--- config.mk ---
export PLATFORM = sky130hd
export DESIGN_NAME = sha256_stream_hasher_unit_flat
export DESIGN_NICKNAME = d
export VERILOG_FILES = /design/src/sha_pkg.sv /design/src/sha_if.sv /design/src/sha_ctrl.sv /design/src/sha_datapath.sv /design/src/sha256_stream_hasher_unit.sv /design/src/flat_wrapper.sv
export SDC_FILE = /design/constraint.sdc
export NUM_CORES = 2
export LEC_CHECK = 0
export BUFFER_PORTS_ARGS = -buffer_cell sky130_fd_sc_hd__buf_2
export CORE_ASPECT_RATIO = 1.2
export CORE_MARGIN = 2
export CORE_UTILIZATION = 50
export DETAILED_ROUTE_END_ITERATION = 12
export HOLD_SLACK_MARGIN = 0.05
export PLACE_DENSITY = 0.72
export SYNTH_ARGS = -nofsm -noshare
export SYNTH_HDL_FRONTEND = slang
export SYNTH_SLANG_ARGS = --single-unit
--- constraint.sdc ---
create_clock -name i_clk -period 11.9 [get_ports i_clk]
set_clock_uncertainty 0.05 [all_clocks]
set_input_delay 1.785 -clock i_clk [delete_from_list [all_inputs] [get_ports i_clk]]
set_output_delay 1.785 -clock i_clk [all_outputs]
set_load 0.005 [all_outputs]
--- src/sha_pkg.sv ---
`default_nettype none
// ----------------------------------------------------------------------------
// SHA-256 package
// Types, constants and round functions shared by the hasher modules.
// ----------------------------------------------------------------------------
package sha_pkg;

    typedef enum logic [2:0] {
        ST_IDLE,
        ST_PAD,
        ST_LEN,
        ST_ROUND,
        ST_FINAL,
        ST_OUT
    } t_state;

    // controller to datapath
    typedef struct packed {
        logic       load_byte;   // write byte_val into the block buffer
        logic [7:0] byte_val;
        logic       count_inc;   // advance the message byte count
        logic       round_start; // load working vars from hash words
        logic       round_step;  // one compression round
        logic       round_final; // add working vars into hash words
        logic       hash_init;   // restore initial hash, clear count
        logic       len_latch;   // latch bit length for padding
    } t_cmd;

    // datapath to controller
    typedef struct packed {
        logic [5:0] pos;         // byte position in block
        logic [5:0] round;       // current round
        logic [63:0] bits;       // latched bit length
    } t_status;

    localparam logic [5:0] LEN_POS = 6'd56;

    localparam logic [31:0] IV [8] = '{
        32'h6a09e667, 32'hbb67ae85, 32'h3c6ef372, 32'ha54ff53a,
        32'h510e527f, 32'h9b05688c, 32'h1f83d9ab, 32'h5be0cd19
    };

    localparam logic [31:0] ROUND_K [64] = '{
        32'h428a2f98, 32'h71374491, 32'hb5c0fbcf, 32'he9b5dba5,
        32'h3956c25b, 32'h59f111f1, 32'h923f82a4, 32'hab1c5ed5,
        32'hd807aa98, 32'h12835b01, 32'h243185be, 32'h550c7dc3,
        32'h72be5d74, 32'h80deb1fe, 32'h9bdc06a7, 32'hc19bf174,
        32'he49b69c1, 32'hefbe4786, 32'h0fc19dc6, 32'h240ca1cc,
        32'h2de92c6f, 32'h4a7484aa, 32'h5cb0a9dc, 32'h76f988da,
        32'h983e5152, 32'ha831c66d, 32'hb00327c8, 32'hbf597fc7,
        32'hc6e00bf3, 32'hd5a79147, 32'h06ca6351, 32'h14292967,
        32'h27b70a85, 32'h2e1b2138, 32'h4d2c6dfc, 32'h53380d13,
        32'h650a7354, 32'h766a0abb, 32'h81c2c92e, 32'h92722c85,
        32'ha2bfe8a1, 32'ha81a664b, 32'hc24b8b70, 32'hc76c51a3,
        32'hd192e819, 32'hd6990624, 32'hf40e3585, 32'h106aa070,
        32'h19a4c116, 32'h1e376c08, 32'h2748774c, 32'h34b0bcb5,
        32'h391c0cb3, 32'h4ed8aa4a, 32'h5b9cca4f, 32'h682e6ff3,
        32'h748f82ee, 32'h78a5636f, 32'h84c87814, 32'h8cc70208,
        32'h90befffa, 32'ha4506ceb, 32'hbef9a3f7, 32'hc67178f2
    };

    function automatic logic [31:0] rotr(input logic [31:0] x, input int n);
        rotr = (x >> n) | (x << (32 - n));
    endfunction

endpackage
`default_nettype wire

--- src/sha_if.sv ---
`default_nettype none
// ----------------------------------------------------------------------------
// SHA-256 stream interfaces
// Valid/ready channels for input bytes and digest words.
// ----------------------------------------------------------------------------
interface sha_in_if;
    logic       valid;
    logic       ready;
    logic [7:0] data_byte;
    logic       byte_present;
    logic       end_of_message;
    modport source (output valid, data_byte, byte_present, end_of_message, input ready);
    modport sink (input valid, data_byte, byte_present, end_of_message, output ready);
endinterface

interface sha_out_if;
    logic        valid;
    logic        ready;
    logic [31:0] digest_word;
    logic [2:0]  word_index;
    logic        last_word;
    modport source (output valid, digest_word, word_index, last_word, input ready);
    modport sink (input valid, digest_word, word_index, last_word, output ready);
endinterface
`default_nettype wire

--- src/sha_ctrl.sv ---
`default_nettype none
// ----------------------------------------------------------------------------
// SHA-256 controller
// Sequences byte loading, padding, rounds and digest output.
// ----------------------------------------------------------------------------
module sha_ctrl (
    input  wire logic            i_clk,
    input  wire logic            i_rst_n,
    input  wire logic            i_in_valid,
    output logic                 o_in_ready,
    input  wire logic [7:0]      i_data_byte,
    input  wire logic            i_byte_present,
    input  wire logic            i_end_of_message,
    input  wire logic            i_out_ready,
    output logic                 o_out_valid,
    output logic [2:0]           o_word_index,
    input  wire sha_pkg::t_status i_status,
    output sha_pkg::t_cmd        o_cmd
);
    sha_pkg::t_state r_state, n_state;
    logic            r_eom, n_eom;       // padding pending after this block
    logic            r_final, n_final;   // block in flight is the last one
    logic            r_pad, n_pad;       // zero fill and length still to write
    logic            r_len_here, n_len_here; // length field goes in this block
    logic [2:0]      r_widx, n_widx;

    always_ff @(posedge i_clk) begin
        if (!i_rst_n) begin
            r_state    <= sha_pkg::ST_IDLE;
            r_eom      <= 1'b0;
            r_final    <= 1'b0;
            r_pad      <= 1'b0;
            r_len_here <= 1'b0;
            r_widx     <= '0;
        end else begin
            r_state    <= n_state;
            r_eom      <= n_eom;
            r_final    <= n_final;
            r_pad      <= n_pad;
            r_len_here <= n_len_here;
            r_widx     <= n_widx;
        end
    end

    always_comb begin
        n_state     = r_state;
        n_eom       = r_eom;
        n_final     = r_final;
        n_pad       = r_pad;
        n_len_here  = r_len_here;
        n_widx      = r_widx;
        o_cmd       = '0;
        o_in_ready  = 1'b0;
        o_out_valid = 1'b0;
        unique case (r_state)
            sha_pkg::ST_IDLE: begin
                o_in_ready = 1'b1;
                if (i_in_valid) begin
                    o_cmd.load_byte = i_byte_present;
                    o_cmd.byte_val  = i_data_byte;
                    o_cmd.count_inc = i_byte_present;
                    n_eom = i_end_of_message;
                    if (i_byte_present && i_status.pos == 6'd63) begin
                        o_cmd.round_start = 1'b1;
                        n_final = 1'b0;
                        n_state = sha_pkg::ST_ROUND;
                    end else if (i_end_of_message) begin
                        n_state = sha_pkg::ST_PAD;
                    end
                end
            end
            sha_pkg::ST_PAD: begin
                // 0x80 marker; length latched from the count including data
                o_cmd.len_latch = 1'b1;
                o_cmd.load_byte = 1'b1;
                o_cmd.byte_val  = 8'h80;
                n_eom = 1'b0;
                n_state = sha_pkg::ST_LEN;
                if (i_status.pos == 6'd63) begin
                    o_cmd.round_start = 1'b1;
                    n_final = 1'b0;
                    n_state = sha_pkg::ST_ROUND;
                end
                n_pad      = 1'b1;
                n_len_here = (i_status.pos < sha_pkg::LEN_POS);
            end
            sha_pkg::ST_LEN: begin
                o_cmd.load_byte = 1'b1;
                if (!r_len_here || i_status.pos < sha_pkg::LEN_POS) begin
                    o_cmd.byte_val = 8'h00;
                end else begin
                    o_cmd.byte_val = i_status.bits[8'(7 - i_status.pos[2:0]) * 8 +: 8];
                end
                if (i_status.pos == 6'd63) begin
                    o_cmd.round_start = 1'b1;
                    n_final = r_len_here;
                    n_state = sha_pkg::ST_ROUND;
                end
            end
            sha_pkg::ST_ROUND: begin
                o_cmd.round_step = 1'b1;
                if (i_status.round == 6'd63) n_state = sha_pkg::ST_FINAL;
            end
            sha_pkg::ST_FINAL: begin
                o_cmd.round_final = 1'b1;
                if (r_final) begin
                    n_widx  = '0;
                    n_pad   = 1'b0;
                    n_state = sha_pkg::ST_OUT;
                end else if (r_eom) begin
                    n_state = sha_pkg::ST_PAD;
                end else if (r_pad) begin
                    // marker filled the previous block, length goes in this one
                    n_len_here = 1'b1;
                    n_state    = sha_pkg::ST_LEN;
                end else begin
                    n_state = sha_pkg::ST_IDLE;
                end
            end
            sha_pkg::ST_OUT: begin
                o_out_valid = 1'b1;
                if (i_out_ready) begin
                    n_widx = r_widx + 3'd1;
                    if (r_widx == 3'd7) begin
                        o_cmd.hash_init = 1'b1;
                        n_final = 1'b0;
                        n_state = sha_pkg::ST_IDLE;
                    end
                end
            end
            default: n_state = sha_pkg::ST_IDLE;
        endcase
    end

    assign o_word_index = r_widx;
endmodule
`default_nettype wire

--- src/sha_datapath.sv ---
`default_nettype none
// ----------------------------------------------------------------------------
// SHA-256 datapath
// Block buffer as a 16-word shift schedule, working variables, hash words.
// ----------------------------------------------------------------------------
module sha_datapath (
    input  wire logic           i_clk,
    input  wire logic           i_rst_n,
    input  wire sha_pkg::t_cmd  i_cmd,
    input  wire logic [2:0]     i_word_index,
    output logic [31:0]         o_digest_word,
    output sha_pkg::t_status    o_status
);
    logic [31:0] r_w [16];
    logic [31:0] r_h [8];
    logic [31:0] r_v [8];
    logic [63:0] r_count;
    logic [63:0] r_bits;
    logic [5:0]  r_pos;
    logic [5:0]  r_round;

    logic [31:0] w_new, t1, t2, s0, s1;

    always_comb begin
        s0    = sha_pkg::rotr(r_w[1], 7) ^ sha_pkg::rotr(r_w[1], 18) ^ (r_w[1] >> 3);
        s1    = sha_pkg::rotr(r_w[14], 17) ^ sha_pkg::rotr(r_w[14], 19) ^ (r_w[14] >> 10);
        w_new = s1 + r_w[9] + s0 + r_w[0];
        t1 = r_v[7] + (sha_pkg::rotr(r_v[4], 6) ^ sha_pkg::rotr(r_v[4], 11)
                       ^ sha_pkg::rotr(r_v[4], 25))
             + ((r_v[4] & r_v[5]) ^ (~r_v[4] & r_v[6]))
             + sha_pkg::ROUND_K[r_round] + r_w[0];
        t2 = (sha_pkg::rotr(r_v[0], 2) ^ sha_pkg::rotr(r_v[0], 13) ^ sha_pkg::rotr(r_v[0], 22))
             + ((r_v[0] & r_v[1]) ^ (r_v[0] & r_v[2]) ^ (r_v[1] & r_v[2]));
    end

    // buffer words: byte loads go into word pos/4, rounds shift the schedule
    always_ff @(posedge i_clk) begin
        if (i_cmd.load_byte) begin
            r_w[r_pos[5:2]][8'(3 - r_pos[1:0]) * 8 +: 8] <= i_cmd.byte_val;
        end else if (i_cmd.round_step) begin
            for (int i = 0; i < 15; i++) r_w[i] <= r_w[i + 1];
            r_w[15] <= w_new;
        end
        if (i_cmd.len_latch) r_bits <= {r_count[60:0], 3'b000};
    end

    always_ff @(posedge i_clk) begin
        if (!i_rst_n) begin
            for (int i = 0; i < 8; i++) r_h[i] <= sha_pkg::IV[i];
            r_count <= '0;
            r_pos   <= '0;
            r_round <= '0;
        end else begin
            if (i_cmd.load_byte) r_pos <= r_pos + 6'd1;
            if (i_cmd.count_inc) r_count <= r_count + 64'd1;
            if (i_cmd.round_start) r_round <= '0;
            else if (i_cmd.round_step) r_round <= r_round + 6'd1;
            if (i_cmd.round_final) begin
                for (int i = 0; i < 8; i++) r_h[i] <= r_h[i] + r_v[i];
            end
            if (i_cmd.hash_init) begin
                for (int i = 0; i < 8; i++) r_h[i] <= sha_pkg::IV[i];
                r_count <= '0;
                r_pos   <= '0;
            end
        end
    end

    always_ff @(posedge i_clk) begin
        if (i_cmd.round_start) begin
            for (int i = 0; i < 8; i++) r_v[i] <= r_h[i];
        end else if (i_cmd.round_step) begin
            r_v[7] <= r_v[6]; r_v[6] <= r_v[5]; r_v[5] <= r_v[4];
            r_v[4] <= r_v[3] + t1;
            r_v[3] <= r_v[2]; r_v[2] <= r_v[1]; r_v[1] <= r_v[0];
            r_v[0] <= t1 + t2;
        end
    end

    assign o_digest_word   = r_h[i_word_index];
    assign o_status.pos    = r_pos;
    assign o_status.round  = r_round;
    assign o_status.bits   = r_bits;

`ifndef SYNTH
    a_no_load_in_round: assert property (@(posedge i_clk) disable iff (!i_rst_n)
        i_cmd.round_step |-> !i_cmd.load_byte)
        else $error("byte load during compression");
    a_start_at_full: assert property (@(posedge i_clk) disable iff (!i_rst_n)
        i_cmd.round_start |=> r_pos == 6'd0)
        else $error("compression started on partial block");
    a_round_wraps: assert property (@(posedge i_clk) disable iff (!i_rst_n)
        i_cmd.round_final |-> $past(i_cmd.round_step) && r_round == 6'd0)
        else $error("final add not after round 63");
`endif
endmodule
`default_nettype wire

--- src/sha256_stream_hasher_unit.sv ---
`default_nettype none
// Input: a byte not completing a block is accepted while idle; the byte completing one
// holds off the input through the 64 compression rounds and the hash update.
// End of message: padding bytes one per cycle, then one or two compressions,
// then 8 output words, one per cycle while the sink is ready.
// No input is taken during compression or output; one transaction in flight at a time.
// Reset (synchronous, active low) restores the initial hash and clears the count.
// ----------------------------------------------------------------------------
// SHA-256 stream hasher
// Byte-serial SHA-256 with padding and digest word output.
// ----------------------------------------------------------------------------
module sha256_stream_hasher_unit (
    input  wire logic i_clk,
    input  wire logic i_rst_n,
    sha_in_if.sink    i_in,
    sha_out_if.source o_out
);
    sha_pkg::t_cmd    cmd;
    sha_pkg::t_status status;
    logic [2:0]       widx;

    sha_ctrl u_ctrl (
        .i_clk            (i_clk),
        .i_rst_n          (i_rst_n),
        .i_in_valid       (i_in.valid),
        .o_in_ready       (i_in.ready),
        .i_data_byte      (i_in.data_byte),
        .i_byte_present   (i_in.byte_present),
        .i_end_of_message (i_in.end_of_message),
        .i_out_ready      (o_out.ready),
        .o_out_valid      (o_out.valid),
        .o_word_index     (widx),
        .i_status         (status),
        .o_cmd            (cmd)
    );

    sha_datapath u_dp (
        .i_clk         (i_clk),
        .i_rst_n       (i_rst_n),
        .i_cmd         (cmd),
        .i_word_index  (widx),
        .o_digest_word (o_out.digest_word),
        .o_status      (status)
    );

    assign o_out.word_index = widx;
    assign o_out.last_word  = (widx == 3'd7);
endmodule
`default_nettype wire
--- src/flat_wrapper.sv ---
// flat-port wrapper written by rule: the top's interface ports become plain ports
module sha256_stream_hasher_unit_flat 
  (i_clk, i_rst_n, i_in_valid, i_in_data_byte, i_in_byte_present, i_in_end_of_message, i_in_ready, o_out_valid, o_out_digest_word, o_out_word_index, o_out_last_word, o_out_ready);
  sha_in_if i_in_i ();
  sha_out_if o_out_i ();
  input  wire logic i_clk;
  input  wire logic i_rst_n;
  input wire logic [$bits(i_in_i.valid)-1:0] i_in_valid;
  input wire logic [$bits(i_in_i.data_byte)-1:0] i_in_data_byte;
  input wire logic [$bits(i_in_i.byte_present)-1:0] i_in_byte_present;
  input wire logic [$bits(i_in_i.end_of_message)-1:0] i_in_end_of_message;
  output wire logic [$bits(i_in_i.ready)-1:0] i_in_ready;
  output wire logic [$bits(o_out_i.valid)-1:0] o_out_valid;
  output wire logic [$bits(o_out_i.digest_word)-1:0] o_out_digest_word;
  output wire logic [$bits(o_out_i.word_index)-1:0] o_out_word_index;
  output wire logic [$bits(o_out_i.last_word)-1:0] o_out_last_word;
  input wire logic [$bits(o_out_i.ready)-1:0] o_out_ready;
  assign i_in_i.valid = i_in_valid;
  assign i_in_i.data_byte = i_in_data_byte;
  assign i_in_i.byte_present = i_in_byte_present;
  assign i_in_i.end_of_message = i_in_end_of_message;
  assign i_in_ready = i_in_i.ready;
  assign o_out_valid = o_out_i.valid;
  assign o_out_digest_word = o_out_i.digest_word;
  assign o_out_word_index = o_out_i.word_index;
  assign o_out_last_word = o_out_i.last_word;
  assign o_out_i.ready = o_out_ready;
  sha256_stream_hasher_unit u_core (.i_clk(i_clk), .i_rst_n(i_rst_n), .i_in(i_in_i), .o_out(o_out_i));
endmodule
==> qor.txt <==
CTS tree -> built
Vias in the first global route -> 56300
Area Growth Syn to Fin -> 8.80%
Max Cap Viol -> 0
Synth cell types -> 98
Max stage delay on crit path -> 770 ps
Fill count -> 12800
CP max stage cell -> ha_1
WS Path Type -> register to register
Starting Density -> 50.2%
Syn. warnings -> 0
Final Setup Violations -> 0
Routed WL -> 245000 um
Most instantiated cells after synthesis -> 1071 x nand2_1, 957 x edfxtp_1, 625 x a21o_1, 423 x a21oi_1, 409 x xnor2_1
PwrDens -> 279 nW/um2
Synthesized area -> 74600 um2
Syn Inst Count -> 7210
Std-Cell Core Area -> 149000 um2
Setup Fix Bufs, Post-CTS -> 0
Asr flop ratio synth -> 0%
Remaining antenna violation count -> 0
Clock tree sinks -> 1171
First-pass GRT wire length -> 361000 um
Clk_lat worst skew -> 800 ps
Iter 0 DRT Violations -> 5655
CP arrival -> 10550 ps
Die width -> 357 um
Die height -> 427 um
Rows -> 155
Total congestion overflow -> 0
Syn Nets -> 7817
Initial antenna violation count -> 8
Total number of vias -> 57000
CTS Buf Count -> 130
Avg WL per Cell -> 26.6 um
DRC errors left -> 0
Die Area -> 152000 um2
Status -> completed
DR pass1 iterations -> 6
CP Buf/Inv Count -> 3
Ys flop type -> edfxtp_1
Fraction of the cycle the final worst path needs -> 84.7%
Ranking of synthesized cells by area -> edfxtp_1 39%, ha_1 6.7%, a21o_1 6.3%
GRT Total Usage -> 31.9%
Least-Margin Pin Slew -> 1300 ps
Layout cells sized above 1 -> 8.09%
Port bufs -> 51
Slew Limit Fails -> 0
Most frequent cell after synthesis -> nand2_1
Tmin final -> 10080 ps
Pwr Total -> 22.6 mW
Final GP Congestion -> 1.03
Hold slack -> 421 ps
Slew headroom -> 12.4%
Lkg Pwr -> 34.3 nW
Design Area, Final -> 81200 um2
Yosys reg bits -> 1171
Syn avg cell area -> 10.4 um2
Post-DP HPWL -> 183000 um
RSZ-0062 raised after global routing -> false
Nets -> 7727
Routed vias/inst -> 6.20
Post-synth EDFFs -> 957
I/O pin total -> 52
Gates resized, CTS repair -> 0
Largest net degree at the start of global routing -> 132
H-Tree Depth -> 4
Final Hold Vio Count -> 0
Fmax -> 99.2 MHz
Setup TNS -> 0 ps
Critical Path Start Type -> register
Crit path capture type -> register
Area after DPL -> 77000 um2
Clock root cell -> clkbuf_16
Type of the most critical hold path -> register to register
Top-area cell type share of the netlist area -> 38.5%
CP Max Fanout -> 23
CTS clk-pin slew, worst paths -> 70 ps
Seq/Total Area, Yosys -> 44.2%
Hold Buf Count CTS -> 0
Top delay family on crit path -> compound AO/OA/AOI/OAI gates
Area leader, netlist -> edfxtp_1
CP required -> 12370 ps
Worst VDD drop -> 0.258 mV
Clock buffer depth -> 3
final timing paths:
| check | start | to | slack [ps] | cells past startpoint |
|---|---|---|---|---|
| max | u_core.u_dp.r_round[1]$_SDFFE_PP0P_ | u_core.u_dp.r_v[0][31]$_DFFE_PP_ | 1820 | 32 |
| min | u_core.u_dp.r_count[41]$_SDFFE_PP0P_ | u_core.u_dp.r_bits[44]$_DFFE_PP_ | 420 | 0 |
| max reg2reg | u_core.u_dp.r_round[1]$_SDFFE_PP0P_ | u_core.u_dp.r_v[0][31]$_DFFE_PP_ | 1820 | 32 |
| min reg2reg | u_core.u_dp.r_count[41]$_SDFFE_PP0P_ | u_core.u_dp.r_bits[44]$_DFFE_PP_ | 420 | 0 |
where the power goes:
group	leakage, nW	internal, mW	switching [mW]	total [mW]
Sequential	10.4	5.15	0.544	5.69
Clock	2.07	2.30	1.77	4.07
Combinational	21.9	5.23	7.63	12.9
area by class of cell:
class	instances	area (um2)	share of cell area, %
multi-input cells	5397	39300	48.4
flip-flops and latches	1171	33000	40.7
clock buffers	176	3550	4.37
well taps	1962	2450	3.02
repair buffers	185	1290	1.58
inverters	235	885	1.09
clock inverters	59	676	0.832
diodes	2	5.00	0.00616
metrics by stage:
step | setup WS [ps] | cells | util (%)
after floorplan | 2870 | 7210 | -
after global placement | 1850 | 8949 | 51.8
after CTS | 1870 | 9184 | 54.7
after detailed placement | 1890 | 8949 | 51.8
final | 1820 | 9187 | 54.7
after global routing | 1410 | 9185 | 54.7
per-layer routing:
layer  wire [um]  global-route usage, %  up-vias
met5          53                      0        -
li1            -                      -    25800
met3       16400                   5.04      682
met4       19600                   21.7        8
met2      118000                   53.5     2350
met1       91000                   37.7    28100
cells in the final DEF (no fill, tap or decap), types with 36 or more instances in the layout:
master and n:
nand2_1 1067, edfxtp_1 957, a21o_1 625, a21oi_1 420
xnor2_1 409, ha_1 398, o21ai_0 392, nor2_1 362
inv_1 231, dfxtp_1 208, xor2_1 196, fa_1 195
clkbuf_16 132, buf_4 132, nand3_1 109, nor3_1 88
mux4_2 81, nand2b_1 72, nor2b_1 69, a211oi_1 64
o21a_1 58, mux2_2 55, and3_1 53, o21bai_1 52
buf_2 51, or3_1 49, a31oi_1 45, o211ai_1 36
clkbuf_1 36
flip-flops by register name (all words and copies together) (netlist names), 3 cells and up, named ones only:
name,cells
u_core.u_dp.r_count,61
u_core.u_dp.r_pos,6
u_core.u_dp.r_bits,61
u_core.u_dp.r_w,512
u_core.u_dp.r_round,6
u_core.u_dp.r_h,256
u_core.u_ctrl.r_state,3
u_core.u_ctrl.o_word_index,3
u_core.u_dp.r_v,256
logic make-up (layout without fill, tap and decap cells):
group	after synthesis	count (layout)	share of synthesized area (%)
buffers and inverters	642	655	3.23
other	0	2	0
adder cells (fa/ha/maj)	623	623	12.3
AO/OA/AOI/OAI	1973	1973	17.3
AND/OR/NAND/NOR	2032	2032	12.1
XOR/XNOR	605	605	7.10
multiplexers	164	164	3.65
flip-flops	1171	1171	44.2
worst reg2reg max path: cells and delay by family (launching register included):
| family | cells | cell delay [ps] |
|---|---|---|
| fa+ha+maj | 7 | 3430 |
| flops | 1 | 330 |
| simple gates | 4 | 1190 |
| xor+xnor | 2 | 310 |
| buf+inv | 3 | 420 |
| compound gates | 16 | 4060 |
No activity file was read; power rests on OpenSTA's default activity.
